<file path="src/rtl/core/ffgp_pkg.sv">
// Shared constants, codes and types of the frame flip / gray / posterize unit.
package ffgp_pkg;

    // Frame geometry limits
    localparam int MAX_WIDTH  = 256;
    localparam int MAX_HEIGHT = 256;
    localparam int COL_W      = $clog2(MAX_WIDTH);
    localparam int ROW_W      = $clog2(MAX_HEIGHT);
    localparam int ADDR_W     = $clog2(MAX_WIDTH * MAX_HEIGHT);
    localparam int DIM_W      = 9;

    // Pixel format
    localparam int CH_W   = 8;
    localparam int NUM_CH = 3;
    localparam int PIX_W  = CH_W * NUM_CH;

    // Posterize levels and derived step / reciprocal
    localparam int LVL_W       = 9;
    localparam int LEVELS_MIN  = 2;
    localparam int LEVELS_MAX  = 256;
    localparam int STEP_W      = 8;
    localparam int RECIP_SHIFT = 16;
    localparam int RECIP_W     = RECIP_SHIFT + 1;

    // Shared sequential divider
    localparam int DIV_W     = 16;
    localparam int DVS_W     = 9;
    localparam int DIV_CNT_W = $clog2(DIV_W);

    // Grayscale divide by three: sum * 683 >> 11
    localparam int SUM_W       = 10;
    localparam int GRAY_RECIP  = 683;
    localparam int GRAY_SHIFT  = 11;

    // APB port
    localparam int APB_ADDR_W = 4;
    localparam int APB_DATA_W = 32;

    typedef enum logic [1:0] {
        MODE_VFLIP = 2'd0,
        MODE_HFLIP = 2'd1,
        MODE_GRAY  = 2'd2,
        MODE_POST  = 2'd3
    } mode_t;

    typedef enum logic [1:0] {
        REG_MODE   = 2'd0,
        REG_WIDTH  = 2'd1,
        REG_HEIGHT = 2'd2,
        REG_LEVELS = 2'd3
    } reg_idx_t;

    typedef enum logic [1:0] {
        DIV_IDLE,
        DIV_STEP,
        DIV_RECIP
    } div_state_t;

    typedef enum logic [1:0] {
        ST_IDLE,
        ST_READ,
        ST_CALC
    } fetch_state_t;

    // Configuration and status from the register block
    typedef struct packed {
        mode_t              mode;
        logic [DIM_W-1:0]   width;
        logic [DIM_W-1:0]   height;
        logic [LVL_W-1:0]   levels;
        logic [STEP_W-1:0]  step;
        logic [RECIP_W-1:0] recip;
        logic               busy;
        logic               geom_wr;
    } cfg_t;

endpackage

</file>
<file path="src/rtl/core/ffgp_xform.sv">
// Pixel transform: grayscale average, posterize or pass-through, with a registered multiply stage.
module ffgp_xform (
    input  logic                          clk,
    input  logic                          en,
    input  logic [ffgp_pkg::PIX_W-1:0]    pix_in,
    input  ffgp_pkg::cfg_t                cfg,
    output logic [ffgp_pkg::PIX_W-1:0]    pix_out
);

    localparam int PROD_W  = ffgp_pkg::CH_W + ffgp_pkg::RECIP_W;
    localparam int GPROD_W = 2 * ffgp_pkg::SUM_W;
    localparam int PP_W    = ffgp_pkg::STEP_W + ffgp_pkg::CH_W;

    logic [ffgp_pkg::NUM_CH-1:0][ffgp_pkg::CH_W-1:0] ch_in;
    logic [ffgp_pkg::NUM_CH-1:0][ffgp_pkg::CH_W-1:0] ch_x;
    logic [ffgp_pkg::NUM_CH-1:0][PROD_W-1:0]         lane_prod;
    logic [ffgp_pkg::NUM_CH-1:0][ffgp_pkg::CH_W-1:0] q_next;
    logic [ffgp_pkg::NUM_CH-1:0]                     zero_next;
    logic [ffgp_pkg::SUM_W-1:0]                      sum;
    logic [GPROD_W-1:0]                              gprod;

    logic [ffgp_pkg::PIX_W-1:0]                      pix_reg;
    logic [ffgp_pkg::NUM_CH-1:0][ffgp_pkg::CH_W-1:0] q_reg;
    logic [ffgp_pkg::NUM_CH-1:0]                     zero_reg;
    logic [ffgp_pkg::CH_W-1:0]                       gray_reg;

    logic [ffgp_pkg::LVL_W-1:0]                      lm1_full;
    logic [ffgp_pkg::CH_W-1:0]                       lm1;
    logic [ffgp_pkg::NUM_CH-1:0][ffgp_pkg::CH_W-1:0] qc;
    logic [ffgp_pkg::NUM_CH-1:0][PP_W-1:0]           pp;
    logic [ffgp_pkg::NUM_CH-1:0][ffgp_pkg::CH_W-1:0] post;

    assign ch_in = pix_in;

    // Stage 1: (v-1) div step by reciprocal multiply, one lane per channel
    always_comb
    begin
        for (int i = 0; i < ffgp_pkg::NUM_CH; i++)
        begin
            ch_x[i]      = ch_in[i] - ffgp_pkg::CH_W'(1);
            lane_prod[i] = PROD_W'(ch_x[i]) * PROD_W'(cfg.recip);
            q_next[i]    = lane_prod[i][ffgp_pkg::RECIP_SHIFT +: ffgp_pkg::CH_W];
            zero_next[i] = (ch_in[i] == '0);
        end
        sum   = ffgp_pkg::SUM_W'(ch_in[0]) + ffgp_pkg::SUM_W'(ch_in[1]) +
                ffgp_pkg::SUM_W'(ch_in[2]);
        gprod = GPROD_W'(sum) * GPROD_W'(ffgp_pkg::GRAY_RECIP);
    end

    always_ff @(posedge clk)
    begin
        if (en)
        begin
            pix_reg  <= pix_in;
            q_reg    <= q_next;
            zero_reg <= zero_next;
            gray_reg <= gprod[ffgp_pkg::GRAY_SHIFT +: ffgp_pkg::CH_W];
        end
    end

    // Stage 2: clamp quotient to levels-1, scale back by step
    assign lm1_full = cfg.levels - ffgp_pkg::LVL_W'(1);
    assign lm1      = lm1_full[ffgp_pkg::CH_W-1:0];

    always_comb
    begin
        for (int i = 0; i < ffgp_pkg::NUM_CH; i++)
        begin
            qc[i]   = (q_reg[i] > lm1) ? lm1 : q_reg[i];
            pp[i]   = PP_W'(cfg.step) * PP_W'(qc[i]);
            post[i] = zero_reg[i] ? '0 : pp[i][ffgp_pkg::CH_W-1:0];
        end

        case (cfg.mode)
            ffgp_pkg::MODE_GRAY: pix_out = {gray_reg, gray_reg, gray_reg};
            ffgp_pkg::MODE_POST: pix_out = post;
            default:             pix_out = pix_reg;
        endcase
    end

endmodule

</file>
<file path="config.mk">
export PLATFORM = sky130hd
export DESIGN_NAME = ffgp_xform
export DESIGN_NICKNAME = d
export VERILOG_FILES = /design/src/rtl/core/ffgp_pkg.sv /design/src/rtl/core/ffgp_xform.sv
export SDC_FILE = /design/constraint.sdc
export NUM_CORES = 1
export LEC_CHECK = 0
export BUFFER_PORTS_ARGS = -buffer_cell sky130_fd_sc_hd__buf_2
export CORE_UTILIZATION = 55
export DETAILED_ROUTE_END_ITERATION = 7
export PLACE_DENSITY = 0.73
export SLEW_MARGIN = 5
export SYNTH_ARGS = -nofsm -noshare
export SYNTH_HDL_FRONTEND = slang
export SYNTH_SLANG_ARGS = --single-unit
</file>
<file path="constraint.sdc">
create_clock -name clk -period 7.7 [get_ports clk]
set_input_delay 0.385 -clock clk [delete_from_list [all_inputs] [get_ports clk]]
set_output_delay 0.385 -clock clk [all_outputs]
set_load 0.005 [all_outputs]
</file>
==> metrics.csv <==
stage,metric,value,unit
finish,Layout area overhead,6.866,%
power_and_ir_drop,Logic pwr share,0.877,
global_routing,first-pass GRT wire length,79.55,mm
timing,final setup violating endpoints,0,
global_routing,GRT Residual Overflow,0,
finish,most frequent cells in the layout,"446 x inv_1, 330 x fa_1, 251 x ha_1",
route,Vias/cell,5.488,
cts,post_cts resized,0,
timing,Worst-Margin Slew,0.9735,ns
finish,share of cells above drive strength 1,0.07747,
cts,CTS Buffer Depth,2,
timing,Final Max Tran Viols,0,
power_and_ir_drop,pwr/cell area,458.9,nW/um2
global_routing,largest net degree at the start of global routing,60,
global_routing,number of global-route vias before repair,15920,
finish,Multi-input gate area,15920,um2
timing,minimum clock period,7.447,ns
synth,synth warn,0,
route,wl on met1,20.41,mm
synth,synth unique cells,62,
cts,CTS tree,done,
critical_path,CP max stage delay,0.58,ns
cts,CTS Root Cell,clkbuf_16,
route,vias post-DR,14750,
place,Routability Congestion,0.9081,
route,DRT iter0 DRCs,877,
finish,FILL cells,2990,
floorplan,Core Area,34800,um2
cts,Worst-path clk slew,0.06,ns
power_and_ir_drop,switch share,0.5065,
timing,fmax,134.3,MHz
timing,relative slew slack,0.3488,
synth,syn_area_per_cell,9.049,um2
place,detailed placer's ending HPWL,37.38,mm
power_and_ir_drop,P_int,4.750,mW
place,placed insts,2672,
synth,Synth top area share,0.3366,
finish,Register Area,1772,um2
critical_path,crit path kind,input port to output pin,
timing,RSZ-0062 raised after global routing,true,
floorplan,# rows,68,
synth,post-synthesis register bit count,59,
synth,Post-synth ARST share,0,
critical_path,"Max FO, Critical Path",7,
route,drt first pass iters,5,
finish,Layout Cells excl Fill,2688,
power_and_ir_drop,sequential cell fraction of total power,0.083,
cts,clock sink total,59,
power_and_ir_drop,P_sw,4.875,mW
finish,"most common cell after layout, fill and taps aside",inv_1,
route,DRC,0,
floorplan,die area,36440,um2
cts,H-Tree Depth,3,
floorplan,# IOs,106,
synth,Synth Instances,2169,
timing,setup tns final,0,ns
route,uppermost layer routed,met4,
cts,TritonCTS Buffers,9,
route,Routed WL per cell,17.54,um
global_routing,Tot GR Track Use,0.2752,
synth,Post-synth EDFFs,59,
synth,"top cells by area, synth","fa_1 34%, ha_1 16%, edfxtp_1 9.0%",
place,port bufs,84,
critical_path,Crit. End Element,output pin,
finish,Final #Nets,2892,
route,met2 wire len,23.48,mm
run_status,run status,"complete, no violations",
global_routing,initial antenna violation count,0,
job,max-cap check violation count,0,
critical_path,"Slowest-stage cell, CP",or4_4,
floorplan,die height,190.9,um
power_and_ir_drop,Pleak,10.56,nW
worst_hold_path,worst hold-check path type,input port to flip-flop,
finish,fin util,0.6027,
synth,Synth Net Count,2833,
cts,number of setup buffers added after CTS,0,
critical_path,Required @ worst endpoint,7.32,ns
floorplan,initial core utilization,0.5640,
timing,Fin. Hold Viols,0,
synth,"Top FF cell, synth",edfxtp_1,
power_and_ir_drop,clock share of power,0.040,
critical_path,Worst setup SP type,input port,
floorplan,Chip Width,190.9,um
route,met3 wire length,2.365,mm
synth,synthesized area,19630,um2
critical_path,WP data arrival,7.06,ns
power_and_ir_drop,maximum VDD drop,876.9,uV
synth,"area leader, netlist",fa_1,
synth,post-synthesis sequential area ratio,0.09027,
cts,cts hold-fix bufs,0,
route,Total Routed Length,47.15,mm
timing,Final period util,0.9671,
route,DRT antenna net count,0,
finish,n_diodes,0,
-- area by class of cell --
| class | count | area share |
|---|---|---|
| clock inverter | 7 | 0.002804 |
| tap | 455 | 0.02714 |
| sequential | 59 | 0.08447 |
| inverter | 447 | 0.08000 |
| multi-input combinational | 1583 | 0.7591 |
| clock buffer | 9 | 0.01074 |
| timing repair buffer | 128 | 0.03579 |
-- critical path, delay by kind of cell --
kind / cells / cell delay (ns)
and+or+nand+nor: 4 / 1.05
muxes: 1 / 0.34
xor gates and xnor gates: 5 / 0.77
AOI/OAI and AO/OA: 4 / 0.55
buffers and inverters: 5 / 0.55
adders and majority gates: 9 / 3.44
-- per-stage QoR --
step           cell area (um2)  setup WS [ns]  power [mW]  hold WS [ns]
6_report                 20970         0.2530       9.625        0.3127
5_1_grt                  20970       0.001076       10.82        0.3104
4_1_cts                  20920         0.1239       9.620        0.3052
3_5_place_dp             20640         0.1479       9.107        0.6540
3_3_place_gp             20640         0.2152       8.793        0.6443
2_1_floorplan            19630         0.6831       6.992        0.4839
-- metal layers --
| metal | global-route usage | vias up |
|---|---|---|
| li1 | - | 6812 |
| met1 | 0.3678 | 7435 |
| met2 | 0.4840 | 439 |
| met3 | 0.01983 | 65 |
| met4 | 0.06738 | 0 |
| met5 | 0 | - |
-- cells in the mapped netlist, types with 3 or more instances --
master and count:
a2111oi_0 3, a21o_1 27, a21oi_1 63, a22oi_1 8, a31oi_1 8, and2_1 169, clkbuf_1 78, edfxtp_1 59
fa_1 330, ha_1 252, inv_1 446, maj3_2 3, mux2_2 9, mux2i_1 10, nand2_1 177, nand2b_1 67
nand3_1 21, nand4_1 6, nor2_1 58, nor2b_1 134, nor3_1 24, o211ai_1 3, o21a_1 10, o21ai_0 28
o21bai_1 9, o31a_1 4, o31ai_1 5, o41ai_1 3, or3_1 6, xnor2_1 76, xor2_1 32
-- logic make-up (layout without fill, tap and decap cells) --
family | count (synthesis) | after routing | share of synthesized area
multiplexers | 22 | 22 | 0.01224
XOR/XNOR | 110 | 110 | 0.05017
flip-flops | 59 | 59 | 0.09027
buffers and inverters | 527 | 591 | 0.1012
adder cells (fa/ha/maj) | 586 | 586 | 0.4995
AND/OR/NAND/NOR | 674 | 674 | 0.1834
AO/OA/AOI/OAI | 191 | 191 | 0.06318
-- power groups by stage --
stage	logic, mW	clock network [mW]	registers [mW]
detailed placement	8.31	0	0.802
CTS	8.44	0.385	0.796
global route	9.62	0.397	0.808
finish	8.44	0.381	0.802
floorplan	6.25	0	0.738
global placement	7.99	0	0.799
-- final timing paths --
| path | start | to | slack [ns] | cells past startpoint |
|---|---|---|---|---|
| setup / recovery | cfg[27] | pix_out[15] | 0.25 | 28 |
| hold / removal | pix_in[20] | pix_reg[20] | 0.31 | 1 |
Note: power is estimated with default switching activity, not from simulation.
