==> config.mk <==
export PLATFORM = sky130hd
export DESIGN_NAME = ffgp_regs
export DESIGN_NICKNAME = d
export VERILOG_FILES = /design/src/rtl/core/ffgp_pkg.sv /design/src/rtl/core/ffgp_regs.sv
export SDC_FILE = /design/constraint.sdc
export NUM_CORES = 1
export LEC_CHECK = 0
export BUFFER_PORTS_ARGS = -buffer_cell sky130_fd_sc_hd__buf_2
export CORE_MARGIN = 1
export CORE_UTILIZATION = 30
export CTS_BUF_LIST = sky130_fd_sc_hd__clkbuf_16
export CTS_CLUSTER_SIZE = 24
export DETAILED_ROUTE_END_ITERATION = 10
export HOLD_SLACK_MARGIN = 0.12
export PLACE_DENSITY = 0.52
export SLEW_MARGIN = 10
export SYNTH_ARGS = -nofsm -noshare
export SYNTH_HDL_FRONTEND = slang
export SYNTH_SLANG_ARGS = --single-unit
export TNS_END_PERCENT = 100
==> constraint.sdc <==
create_clock -name clk -period 9.5 [get_ports clk]
set_clock_uncertainty 0.05 [all_clocks]
set_input_delay 1.9 -clock clk [delete_from_list [all_inputs] [get_ports clk]]
set_output_delay 1.9 -clock clk [all_outputs]
set_load 0.01 [all_outputs]
==> src/rtl/core/ffgp_pkg.sv <==
// Shared constants, codes and types of the frame flip / gray / posterize unit.
package ffgp_pkg;

    // Frame geometry limits
    localparam int MAX_WIDTH  = 256;
    localparam int MAX_HEIGHT = 256;
    localparam int COL_W      = $clog2(MAX_WIDTH);
    localparam int ROW_W      = $clog2(MAX_HEIGHT);
    localparam int ADDR_W     = $clog2(MAX_WIDTH * MAX_HEIGHT);
    localparam int DIM_W      = 9;

    // Pixel format
    localparam int CH_W   = 8;
    localparam int NUM_CH = 3;
    localparam int PIX_W  = CH_W * NUM_CH;

    // Posterize levels and derived step / reciprocal
    localparam int LVL_W       = 9;
    localparam int LEVELS_MIN  = 2;
    localparam int LEVELS_MAX  = 256;
    localparam int STEP_W      = 8;
    localparam int RECIP_SHIFT = 16;
    localparam int RECIP_W     = RECIP_SHIFT + 1;

    // Shared sequential divider
    localparam int DIV_W     = 16;
    localparam int DVS_W     = 9;
    localparam int DIV_CNT_W = $clog2(DIV_W);

    // Grayscale divide by three: sum * 683 >> 11
    localparam int SUM_W       = 10;
    localparam int GRAY_RECIP  = 683;
    localparam int GRAY_SHIFT  = 11;

    // APB port
    localparam int APB_ADDR_W = 4;
    localparam int APB_DATA_W = 32;

    typedef enum logic [1:0] {
        MODE_VFLIP = 2'd0,
        MODE_HFLIP = 2'd1,
        MODE_GRAY  = 2'd2,
        MODE_POST  = 2'd3
    } mode_t;

    typedef enum logic [1:0] {
        REG_MODE   = 2'd0,
        REG_WIDTH  = 2'd1,
        REG_HEIGHT = 2'd2,
        REG_LEVELS = 2'd3
    } reg_idx_t;

    typedef enum logic [1:0] {
        DIV_IDLE,
        DIV_STEP,
        DIV_RECIP
    } div_state_t;

    typedef enum logic [1:0] {
        ST_IDLE,
        ST_READ,
        ST_CALC
    } fetch_state_t;

    // Configuration and status from the register block
    typedef struct packed {
        mode_t              mode;
        logic [DIM_W-1:0]   width;
        logic [DIM_W-1:0]   height;
        logic [LVL_W-1:0]   levels;
        logic [STEP_W-1:0]  step;
        logic [RECIP_W-1:0] recip;
        logic               busy;
        logic               geom_wr;
    } cfg_t;

endpackage

==> src/rtl/core/ffgp_regs.sv <==
// APB register file with the sequential divider for posterize step and reciprocal.
module ffgp_regs (
    input  logic                                clk,
    input  logic                                rst_n,
    input  logic                                psel,
    input  logic                                penable,
    input  logic                                pwrite,
    input  logic [ffgp_pkg::APB_ADDR_W-1:0]     paddr,
    input  logic [ffgp_pkg::APB_DATA_W-1:0]     pwdata,
    output logic [ffgp_pkg::APB_DATA_W-1:0]     prdata,
    output ffgp_pkg::cfg_t                      cfg
);

    ffgp_pkg::reg_idx_t                   reg_idx;
    logic                                 wr_en;
    logic                                 lv_wr;
    logic [ffgp_pkg::DIM_W-1:0]           wval;
    logic [ffgp_pkg::DIM_W-1:0]           width_clamp;
    logic [ffgp_pkg::DIM_W-1:0]           height_clamp;
    logic [ffgp_pkg::LVL_W-1:0]           levels_clamp;

    ffgp_pkg::mode_t                      mode_reg;
    logic [ffgp_pkg::DIM_W-1:0]           width_reg;
    logic [ffgp_pkg::DIM_W-1:0]           height_reg;
    logic [ffgp_pkg::LVL_W-1:0]           levels_reg;
    logic [ffgp_pkg::STEP_W-1:0]          step_reg;
    logic [ffgp_pkg::RECIP_W-1:0]         recip_reg;

    ffgp_pkg::div_state_t                 div_state_reg;
    ffgp_pkg::div_state_t                 div_state_next;
    logic [ffgp_pkg::DIV_W-1:0]           dvd_reg;
    logic [ffgp_pkg::DVS_W-1:0]           rem_reg;
    logic [ffgp_pkg::DVS_W-1:0]           dvs_reg;
    logic [ffgp_pkg::DIV_CNT_W-1:0]       cnt_reg;
    logic [ffgp_pkg::DVS_W:0]             trial;
    logic                                 ge;
    logic [ffgp_pkg::DVS_W:0]             rem_diff;
    logic [ffgp_pkg::DIV_W-1:0]           quo_step;
    logic [ffgp_pkg::DVS_W-1:0]           rem_step;
    logic                                 div_last;
    logic                                 busy;

    assign reg_idx = ffgp_pkg::reg_idx_t'(paddr[ffgp_pkg::APB_ADDR_W-1:2]);
    assign wr_en   = psel && penable && pwrite;
    assign lv_wr   = wr_en && (reg_idx == ffgp_pkg::REG_LEVELS);
    assign wval    = pwdata[ffgp_pkg::DIM_W-1:0];

    // Range clamps applied on write
    always_comb
    begin
        if (wval == '0)
            width_clamp = ffgp_pkg::DIM_W'(1);
        else if (wval > ffgp_pkg::DIM_W'(ffgp_pkg::MAX_WIDTH))
            width_clamp = ffgp_pkg::DIM_W'(ffgp_pkg::MAX_WIDTH);
        else
            width_clamp = wval;

        if (wval == '0)
            height_clamp = ffgp_pkg::DIM_W'(1);
        else if (wval > ffgp_pkg::DIM_W'(ffgp_pkg::MAX_HEIGHT))
            height_clamp = ffgp_pkg::DIM_W'(ffgp_pkg::MAX_HEIGHT);
        else
            height_clamp = wval;

        if (wval < ffgp_pkg::LVL_W'(ffgp_pkg::LEVELS_MIN))
            levels_clamp = ffgp_pkg::LVL_W'(ffgp_pkg::LEVELS_MIN);
        else if (wval > ffgp_pkg::LVL_W'(ffgp_pkg::LEVELS_MAX))
            levels_clamp = ffgp_pkg::LVL_W'(ffgp_pkg::LEVELS_MAX);
        else
            levels_clamp = wval;
    end

    // Restoring divider, one quotient bit per cycle
    assign trial    = {rem_reg, dvd_reg[ffgp_pkg::DIV_W-1]};
    assign ge       = (trial >= {1'b0, dvs_reg});
    assign rem_diff = trial - {1'b0, dvs_reg};
    assign rem_step = ge ? rem_diff[ffgp_pkg::DVS_W-1:0] : trial[ffgp_pkg::DVS_W-1:0];
    assign quo_step = {dvd_reg[ffgp_pkg::DIV_W-2:0], ge};
    assign div_last = (cnt_reg == ffgp_pkg::DIV_CNT_W'(ffgp_pkg::DIV_W - 1));

    // Divider sequencer: step = 256 / levels, then recip = 65535 / step + 1
    always_comb
    begin
        div_state_next = div_state_reg;
        if (lv_wr)
        begin
            div_state_next = ffgp_pkg::DIV_STEP;
        end
        else
        begin
            unique case (div_state_reg)
                ffgp_pkg::DIV_IDLE:  div_state_next = ffgp_pkg::DIV_IDLE;
                ffgp_pkg::DIV_STEP:  if (div_last) div_state_next = ffgp_pkg::DIV_RECIP;
                ffgp_pkg::DIV_RECIP: if (div_last) div_state_next = ffgp_pkg::DIV_IDLE;
                default:             div_state_next = ffgp_pkg::DIV_IDLE;
            endcase
        end
    end

    always_comb
    begin
        busy = (div_state_reg != ffgp_pkg::DIV_IDLE);
    end

    always_ff @(posedge clk or negedge rst_n)
    begin
        if (!rst_n)
        begin
            mode_reg      <= ffgp_pkg::MODE_VFLIP;
            width_reg     <= ffgp_pkg::DIM_W'(ffgp_pkg::MAX_WIDTH);
            height_reg    <= ffgp_pkg::DIM_W'(ffgp_pkg::MAX_HEIGHT);
            levels_reg    <= ffgp_pkg::LVL_W'(ffgp_pkg::LEVELS_MAX);
            step_reg      <= ffgp_pkg::STEP_W'(1);
            recip_reg     <= ffgp_pkg::RECIP_W'(1) << ffgp_pkg::RECIP_SHIFT;
            div_state_reg <= ffgp_pkg::DIV_IDLE;
        end
        else
        begin
            div_state_reg <= div_state_next;
            if (wr_en)
            begin
                unique case (reg_idx)
                    ffgp_pkg::REG_MODE:
                        mode_reg <= ffgp_pkg::mode_t'(pwdata[1:0]);
                    ffgp_pkg::REG_WIDTH:
                        width_reg <= width_clamp;
                    ffgp_pkg::REG_HEIGHT:
                        height_reg <= height_clamp;
                    ffgp_pkg::REG_LEVELS:
                        levels_reg <= levels_clamp;
                    default:
                        ;
                endcase
            end
            if (!lv_wr && div_last)
            begin
                if (div_state_reg == ffgp_pkg::DIV_STEP)
                    step_reg <= quo_step[ffgp_pkg::STEP_W-1:0];
                else if (div_state_reg == ffgp_pkg::DIV_RECIP)
                    recip_reg <= ffgp_pkg::RECIP_W'(quo_step) + ffgp_pkg::RECIP_W'(1);
            end
        end
    end

    always_ff @(posedge clk)
    begin
        if (lv_wr)
        begin
            dvd_reg <= ffgp_pkg::DIV_W'(ffgp_pkg::LEVELS_MAX);
            rem_reg <= '0;
            dvs_reg <= levels_clamp;
            cnt_reg <= '0;
        end
        else if (busy)
        begin
            if (div_last)
            begin
                // second pass divides 65535 by the fresh step
                dvd_reg <= '1;
                rem_reg <= '0;
                dvs_reg <= ffgp_pkg::DVS_W'(quo_step[ffgp_pkg::STEP_W-1:0]);
                cnt_reg <= '0;
            end
            else
            begin
                dvd_reg <= quo_step;
                rem_reg <= rem_step;
                cnt_reg <= cnt_reg + ffgp_pkg::DIV_CNT_W'(1);
            end
        end
    end

    always_comb
    begin
        unique case (reg_idx)
            ffgp_pkg::REG_MODE:   prdata = ffgp_pkg::APB_DATA_W'(mode_reg);
            ffgp_pkg::REG_WIDTH:  prdata = ffgp_pkg::APB_DATA_W'(width_reg);
            ffgp_pkg::REG_HEIGHT: prdata = ffgp_pkg::APB_DATA_W'(height_reg);
            ffgp_pkg::REG_LEVELS: prdata = ffgp_pkg::APB_DATA_W'(levels_reg);
            default:              prdata = '0;
        endcase
    end

    always_comb
    begin
        cfg.mode    = mode_reg;
        cfg.width   = width_reg;
        cfg.height  = height_reg;
        cfg.levels  = levels_reg;
        cfg.step    = step_reg;
        cfg.recip   = recip_reg;
        cfg.busy    = busy;
        cfg.geom_wr = wr_en && ((reg_idx == ffgp_pkg::REG_WIDTH) ||
                                (reg_idx == ffgp_pkg::REG_HEIGHT));
    end

endmodule

==> flow_metrics.py, run 1 <==
metrics = {
    "clock_network": {
        "clock_sinks": 94,
        "postCtsSetupBuffers": 0,
        "ctsResizeCount": 0,
        "holdBufCountCts": 0,
        "cts_buffer_depth": 2,
        "cts_tree": "yes",
        "clk_pin_slew_ns": 0.06,
        "cts_root_buf": "clkbuf_16",
        "htreeDepth": 3,
        "numCtsBuffers": 9,
        "insertion_delay_ns": 0.35,
    },
    "layout": {
        "area_delta_synth_final_pct": 16.6,
        "largest_reg_flops": 17,
        "antenna_cells": 0,
        "fin_nets": 594,
        "fin_util_pct": 35.9,
        "layout_common_cells": "buf_2, nand2_1, dfrtp_1",
        "drive_above_1_share_pct": 25.0,
        "final_common_cell": "buf_2",
    },
    "worst_setup_path": {
        "worst_path_most_repeated_cell": "buf_2",
        "path_delay_family": "compound AO/OA/AOI/OAI gates",
        "worst-path-max-fanout": 10,
        "cp.required_ns": 7.55,
        "regToRegSetupSlack_ns": 6.06,
        "r2r-start": "dvs_reg[2]",
        "crit_arrival_ns": 3.00,
        "cp-startpoint": "paddr[2]",
        "critPathMaxStageDelay_ns": 0.34,
        "worstPathCellList": "buf_2 > inv_1 > ha_1 > a222oi_1 > mux2i_1 > buf_2",
        "cp_slowest_cell": "a222oi_1",
        "crit_path_start_kind": "input pin",
        "worst-setup-path-type": "input pin to output pin",
        "endpoint_kind": "output pin",
        "path_buf_inv": 3,
    },
    "place": {
        "hpwl_um": 7790,
        "place_congestion": 0.794,
        "port_buffers": 80,
        "dp_slack_ns": 4.54,
    },
    "floorplanning": {
        "boundaryPins": 129,
        "core_sq_mm": 0.0153,
        "die_w_um": 127,
        "die_area_sq_mm": 0.0162,
        "die_h_um": 127,
        "initial_core_util_pct": 30.8,
        "rows": 45,
    },
    "global_route": {
        "grt_max_degree": 57,
        "grt_remaining_overflow": 0,
        "grt_pass1_wl_um": 18400,
        "first_global_vias": 3516,
        "antenna_found_initial": 0,
        "grtUsageTotal_pct": 14.6,
    },
    "timing": {
        "finalHoldViolations": 0,
        "rsz0062_at_grt": "false",
        "post-route-period-util_pct": 52.2,
        "relSlewSlack_pct": 37.5,
        "whs_ns": 0.426,
        "drv_slew": 0,
        "fin_crit_ns": 4.95,
        "tns_ns": 0,
        "worst_pin_slew_ns": 0.931,
        "fmax_ghz": 0.202,
        "setup_ws_ns": 4.55,
        "setup_violations": 0,
    },
    "drt": {
        "postRouteAntennaNets": 0,
        "routed_wl_um": 11000,
        "viasPerCell": 4.92,
        "dr_total_vias": 3702,
        "wl_per_cell_um": 14.6,
        "drtPass1Iterations": 4,
        "drc": 0,
        "drtIter0Drc": 287,
    },
    "synth": {
        "ys_seq_area_share_pct": 48.1,
        "syn-cell-area_sq_mm": 0.00469,
        "ys_seq_elements": 94,
        "yosysTopAreaCell": "dfrtp_1",
        "ys_types": 55,
        "synth_area_leaders": "dfrtp_1, dfxtp_1, edfxtp_1, nand2_1, ha_1",
        "synth_top_area_share_pct": 27.2,
        "async_flop_share_pct": 59.6,
        "ys.flop_type": "dfrtp_1",
        "syn_avg_cell_area_sq_um": 9.92,
        "yosys_warnings": 0,
        "synth_edf_count": 9,
        "synthCells": 473,
    },
    "hold_path": {
        "hold_path.class": "flip-flop to flip-flop",
        "min_from": "recip_reg[15]",
    },
    "job": {
        "drv_cap": 0,
    },
    "status": {
        "status": "complete, no violations",
    },
    "power_and_ir_drop": {
        "p_total_mw": 1.54,
        "irDropWorstVdd_v": 0.0000939,
        "p_per_area_mw_per_mm2": 282,
        "p_leak_nw": 2.61,
    },
}
[tightest hold or removal path, delay by kind of cell, from the launching register on]
kind            cells  cell delay [ns]
compound gates      1             0.06
flops               1             0.34
simple gates        1             0.05
[stage by stage]
step,cells,instance area (sq um)
final,752,5470
after global routing,752,5470
after CTS,752,5470
after detailed placement,736,5160
after global placement,736,5160
after floorplan,495,4780
[power by group]
part / leakage, nW / switching, mW / internal [mW] / total [mW]
sequential: 1.06 / 0.122 / 0.516 / 0.637
combinational: 1.40 / 0.294 / 0.235 / 0.529
clock: 0.153 / 0.157 / 0.219 / 0.375
total: 2.61 / 0.573 / 0.969 / 1.54
[routing by layer]
metal	GRT usage, %	wire, um	vias up
li1	-	-	1770
met1	19.6	5240	1764
met2	22.6	4840	151
met3	3.98	708	17
met4	5.04	177	0
met5	0	0	-
[synth_stat cells, types with 2 or more instances]
library cell / count
mux2i_1: 2
nand3_1: 27
a32oi_1: 4
o21ai_0: 30
mux2_2: 12
o21ai_1: 12
clkbuf_1: 24
nand2b_1: 8
buf_1: 2
a21oi_1: 11
edfxtp_1: 9
a21o_1: 7
o221a_2: 14
a22o_1: 10
nor2_1: 24
nand2_1: 56
inv_1: 16
dfxtp_1: 29
dfrtp_1: 51
and2_1: 3
nand4_1: 5
nand3b_1: 6
nor2b_1: 2
buf_4: 24
and4_1: 3
xnor2_1: 4
xor2_1: 17
ha_1: 16
o211a_1: 2
and3_1: 5
buf_2: 2
dfstp_2: 5
a222oi_1: 9
[cells by family (layout without fill, tap and decap cells)]
kind of cell	after synthesis	count (layout)	synth area share (%)
DFF	94	94	48.1
muxes	14	14	3.30
other	1	23	0.0799
adders and majority gates	17	17	4.69
xor gates and xnor gates	21	21	3.92
AOI/OAI and AO/OA	108	108	16.8
buffers and inverters	70	116	7.73
and+or+nand+nor	148	148	15.4
[cell type report]
cell class / count / area (sq um)
flip-flops and latches: 94 / 2260
multi-input cells: 331 / 2160
clock inverters: 6 / 58.8
inverters: 17 / 63.8
fillers: 1535 / 9780
well taps: 211 / 264
clock buffers: 10 / 250
repair buffers: 83 / 423
[path summary, 6_finish.rpt]
kind	end	depth (start not counted)
worst max register to register	recip_reg[6]	12
max in group asynchronous	recip_reg[1]	2
worst min-delay path	recip_reg[15]	2
min in group asynchronous	mode_reg[1]	2
worst min register to register	recip_reg[15]	2
worst max-delay path	prdata[1]	6
(Power assumes the default switching activity.)
==> run 2: changes to the inputs <==
Clock period 9.5 ns to 4.65 ns, I/O delays scaled along.
==> run 2 against run 1 <==
Clock-buffer cell count down 1. Largest cell class unchanged. Critical path depth up 6. Cell count up 0.13%. First-iteration DRC count down 29%.
==> flow_metrics.py, run 2 (same netlist as run 1, synthesis figures left out) <==
metrics = {
    "place": {
        "dp_slack_ns": 1.20,
        "port_buffers": 80,
        "hpwl_um": 7900,
        "place_congestion": 0.782,
        "place_area_sq_mm": 0.00517,
    },
    "job": {
        "drv_cap": 0,
    },
    "worst_setup_path": {
        "regToRegSetupSlack_ns": 1.20,
        "crit_arrival_ns": 3.61,
        "endpoint_kind": "flip-flop",
        "crit_path_start_kind": "flip-flop",
        "path_buf_inv": 2,
        "worst-path-max-fanout": 11,
        "cp.required_ns": 4.81,
        "cp_slowest_cell": "or4b_1",
        "worst-setup-path-type": "flip-flop to flip-flop",
        "r2r_cells": 12,
        "critPathMaxStageDelay_ns": 0.73,
        "worstPathCellList": "inv_1 > ha_1 > nor2b_1 > o31a_1 > or4b_1 > nand2_2 > inv_2 > ha_1 > and4_1 > nand4_1 > xor2_1 > o21ai_0",
        "worst_path_most_repeated_cell": "ha_1",
        "worst-path-stages": 12,
        "path_delay_family": "simple AND/OR/NAND/NOR gates",
    },
    "timing": {
        "worst_pin_slew_ns": 0.974,
        "fin_crit_ns": 3.45,
        "setup_violations": 0,
        "relSlewSlack_pct": 34.6,
        "fmax_ghz": 0.290,
        "post-route-period-util_pct": 74.2,
        "whs_ns": 0.424,
        "drv_slew": 0,
        "tns_ns": 0,
        "setup_ws_ns": 1.20,
        "finalHoldViolations": 0,
        "rsz0062_at_grt": "false",
    },
    "power_and_ir_drop": {
        "p_per_area_mw_per_mm2": 577,
        "clock_power_share_pct": 24.8,
        "internal_power_mw": 2.00,
        "seqPwrFrac_pct": 41.1,
        "p_sw_share_pct": 36.8,
        "share_comb_of_total_power_pct": 34.1,
        "switchingPower_mw": 1.16,
        "irDropWorstVdd_v": 0.000260,
        "p_leak_nw": 2.63,
    },
    "drt": {
        "routed_wl_um": 11100,
        "wl_per_cell_um": 14.8,
        "dr_total_vias": 3671,
        "drc": 0,
        "viasPerCell": 4.88,
        "postRouteAntennaNets": 0,
        "drtPass1Iterations": 4,
        "drtIter0Drc": 205,
    },
    "clock_network": {
        "holdBufCountCts": 0,
        "cts_buffer_depth": 2,
        "htreeDepth": 3,
        "clock_sinks": 94,
        "cts_root_buf": "clkbuf_16",
        "numCtsBuffers": 9,
        "clk_pin_slew_ns": 0.07,
        "ctsResizeCount": 0,
        "cts_tree": "yes",
        "postCtsSetupBuffers": 0,
        "insertion_delay_ns": 0.35,
    },
    "global_route": {
        "grt_pass1_wl_um": 18300,
        "first_global_vias": 3498,
        "antenna_found_initial": 0,
        "grt_remaining_overflow": 0,
        "grtUsageTotal_pct": 14.4,
        "grt_max_degree": 57,
    },
    "hold_path": {
        "hold_path.class": "flip-flop to flip-flop",
        "min_path_cells": 2,
    },
    "floorplanning": {
        "initial_core_util_pct": 30.8,
        "die_h_um": 127,
        "die_w_um": 127,
        "die_area_sq_mm": 0.0162,
        "core_sq_mm": 0.0153,
        "rows": 45,
        "boundaryPins": 129,
    },
    "layout": {
        "final_common_cell": "buf_2",
        "antenna_cells": 0,
        "finalInstanceArea_sq_mm": 0.00548,
        "drive_above_1_share_pct": 24.7,
        "largest_reg_flops": 17,
        "fin_nets": 595,
        "layout_common_cells": "buf_2, nand2_1, dfrtp_1",
        "area_delta_synth_final_pct": 16.8,
        "fin_util_pct": 35.9,
    },
    "status": {
        "status": "complete, no violations",
    },
}
## run 2: changes by cell type in the layout (fill, tap and decap cells not counted)
| cell | change |
|---|---|
| buf_4 | +1 |
| clkbuf_16 | -1 |
| clkinv_2 | -1 |
| clkinv_4 | +1 |
| inv_1 | +2 |
| bufinv_16 | +1 |
| clkinvlp_4 | -1 |
| inv_6 | -1 |
## run 2: path summary, 6_finish.rpt
kind / startpoint / to
max: dvs_reg[2] / recip_reg[8]
min: recip_reg[4] / recip_reg[4]
max reg2reg: dvs_reg[2] / recip_reg[8]
min reg2reg: recip_reg[4] / recip_reg[4]
max in group asynchronous: rst_n / recip_reg[2]
min in group asynchronous: rst_n / height_reg[0]
## run 2: area by class of cell
type	count	area (sq um)
Fill cell	1557	9780
Sequential cell	94	2260
Timing Repair Buffer	84	430
Tap cell	211	264
Clock inverter	7	83.8
Inverter	17	63.8
Multi-Input combinational cell	331	2160
Clock buffer	9	225
## run 2: worst reg2reg max path: cells and delay by family, from the launching register on
family | cells | cell delay (ns)
and+or+nand+nor | 5 | 1.63
adders and majority gates | 2 | 0.53
DFF | 1 | 0.36
AOI/OAI and AO/OA | 2 | 0.35
buffers and inverters | 2 | 0.26
xor gates and xnor gates | 1 | 0.14
## run 2: power groups by stage
stage                     clock [mW]  combinational [mW]  sequential, mW
after floorplan                    0               0.861            1.24
after global placement             0                1.07            1.31
after detailed placement           0                1.08            1.31
after CTS                      0.808                1.09            1.30
after global routing           0.837                1.21            1.33
final                          0.786                1.08            1.30
## run 2: layer usage
layer  up-vias  track usage [%]  wire length, um
li1       1764                -                -
met1      1770             19.6             5500
met2       123             22.2             4800
met3        14             4.48              708
met4         0             3.99              121
met5         -                0                0
## run 2: stage by stage
step	cells	power, mW
after floorplan	495	2.10
after global placement	737	2.37
after detailed placement	737	2.39
after CTS	753	3.19
after global routing	753	3.38
final	753	3.16
==> run 3: changes to the inputs <==
Settings changed: PLACE_DENSITY 0.52 to 0.53.
Clock period 4.65 ns to 3.1 ns, I/O delays scaled along.
==> run 3 against run 2 <==
Combinational power is 56% higher. Sequential share of layout area shrank 0.31 points. Via count rose by 0.38%. Cell count grew 1.1%. Clock-buffer cell count stayed put. Clock power increased by 37%. Global-route usage up 0.26 points. Power increased by 50%. Core utilization rose by 0.27 points. Routed wire length grew 0.66%. Setup slack worse by 1.0 ns. Sequential power is 51% higher. Critical endpoint is now recip_reg[12]. Largest cell class unchanged. Largest power group unchanged.
==> flow_metrics.py, run 3 (same netlist as run 1, synthesis figures left out) <==
metrics = {
    "floorplanning": {
        "die_w_um": 127,
        "die_h_um": 127,
        "die_area_sq_mm": 0.0162,
        "boundaryPins": 129,
        "core_sq_mm": 0.0153,
        "initial_core_util_pct": 30.8,
        "rows": 45,
    },
    "timing": {
        "fmax_ghz": 0.343,
        "drv_slew": 0,
        "setup_violations": 0,
        "rsz0062_at_grt": "false",
        "relSlewSlack_pct": 52.1,
        "worst_pin_slew_ns": 0.719,
        "finalHoldViolations": 0,
        "post-route-period-util_pct": 94.1,
        "fin_crit_ns": 2.92,
        "tns_ns": 0,
    },
    "worst_setup_path": {
        "worst-setup-path-type": "flip-flop to flip-flop",
        "path_buf_inv": 2,
        "worst_path_most_repeated_cell": "ha_1",
        "cp.required_ns": 3.27,
        "endpoint_kind": "flip-flop",
        "worst-path-max-fanout": 6,
        "path_delay_family": "simple AND/OR/NAND/NOR gates",
        "r2r_cells": 12,
        "crit_arrival_ns": 3.08,
        "crit_path_start_kind": "flip-flop",
        "worstPathCellList": "inv_1 > ha_1 > nor2b_1 > o31a_1 > or4b_1 > nand2_2 > inv_2 > ha_1 > and4_1 > nand3_1 > xor2_1 > o21ai_0",
        "worst-path-stages": 12,
        "cp_slowest_cell": "or4b_1",
        "critPathMaxStageDelay_ns": 0.58,
    },
    "drt": {
        "wl_per_cell_um": 14.7,
        "postRouteAntennaNets": 0,
        "viasPerCell": 4.84,
        "drc": 0,
        "drtPass1Iterations": 5,
        "routed_wl_um": 11200,
        "drtIter0Drc": 199,
        "dr_total_vias": 3685,
    },
    "layout": {
        "antenna_cells": 0,
        "layout_common_cells": "buf_2, nand2_1, dfrtp_1",
        "area_delta_synth_final_pct": 17.6,
        "layout.cells.non_filler": 761,
        "num-fill-cells": 1535,
        "drive_above_1_share_pct": 26.0,
        "largest_reg_flops": 17,
        "final_common_cell": "buf_2",
        "fin_nets": 603,
    },
    "clock_network": {
        "holdBufCountCts": 0,
        "cts_tree": "yes",
        "cts_root_buf": "clkbuf_16",
        "numCtsBuffers": 9,
        "clk_pin_slew_ns": 0.06,
        "postCtsSetupBuffers": 0,
        "cts_buffer_depth": 2,
        "ctsResizeCount": 0,
        "insertion_delay_ns": 0.35,
        "htreeDepth": 3,
        "clock_sinks": 94,
    },
    "global_route": {
        "first_global_vias": 3592,
        "grtUsageTotal_pct": 14.7,
        "grt_max_degree": 57,
        "grt_pass1_wl_um": 18600,
        "grt_remaining_overflow": 0,
        "antenna_found_initial": 0,
    },
    "place": {
        "place_congestion": 0.795,
        "numPlacedInstances": 745,
        "hpwl_um": 8090,
        "port_buffers": 80,
    },
    "hold_path": {
        "hold_path.class": "input pin to async pin",
    },
    "job": {
        "drv_cap": 0,
    },
    "power_and_ir_drop": {
        "p_per_area_mw_per_mm2": 857,
        "irDropWorstVdd_v": 0.000286,
        "p_leak_nw": 2.64,
    },
    "status": {
        "status": "complete, no violations",
    },
}
run 3: cell types whose count changed in the layout (fill, tap and decap cells not counted), sizes merged:
cell      delta
inv          -3
bufinv       -1
clkinv       +2
buf          +8
clkinvlp     +2
run 3: routing by layer:
metal / GRT usage, % / part of all wire, %
met1: 18.6 / 46
met3: 4.40 / 7.8
met5: 0 / 0
met4: 3.71 / 0.90
met2: 24.5 / 46
run 3: cell type report:
class	instances	area, sq um	share of cell area [%]
multi-input cells	331	2160	39.0
flip-flops and latches	94	2260	40.9
clock inverters	7	65.1	1.18
repair buffers	92	490	8.88
inverters	17	63.8	1.16
well taps	211	264	4.78
clock buffers	9	225	4.08
run 3: worst register-to-register path: stages (launching register included):
cell and delay (ns):
edfxtp_1 0.37, inv_1 0.08, ha_1 0.28, nor2b_1 0.18, o31a_1 0.27, or4b_1 0.58, nand2_2 0.11, inv_2 0.04
ha_1 0.20, and4_1 0.28, nand3_1 0.13, xor2_1 0.14, o21ai_0 0.09
run 3: metrics by stage:
| stage | total power, mW | cell area, sq um | setup slack [ns] | util, % | hold WS [ns] |
|---|---|---|---|---|---|
| after detailed placement | 3.67 | 5230 | 0.177 | 34.3 | 0.428 |
| final | 4.74 | 5520 | 0.183 | 36.2 | 0.369 |
| after global routing | 5.07 | 5520 | 0.0166 | 36.2 | 0.435 |
| after global placement | 3.62 | 5230 | 0.217 | 34.3 | 0.410 |
| after floorplan | 3.15 | 4780 | 0.112 | - | 0.274 |
| after CTS | 4.77 | 5520 | 0.156 | 36.2 | 0.397 |
run 3: final timing paths:
check	from	endpoint	slack [ns]
min in group clk	recip_reg[14]	recip_reg[14]	0.43
min	rst_n	mode_reg[1]	0.37
min reg2reg	recip_reg[14]	recip_reg[14]	0.43
max	dvs_reg[2]	recip_reg[12]	0.18
max in group asynchronous	rst_n	recip_reg[14]	2.16
max reg2reg	dvs_reg[2]	recip_reg[12]	0.18
run 3: power by group:
group / internal [mW] / switching [mW] / total, mW / leakage [nW]
Clock: 0.618 / 0.466 / 1.08 / 0.134
Combinational: 0.780 / 0.911 / 1.69 / 1.44
Sequential: 1.58 / 0.381 / 1.96 / 1.06
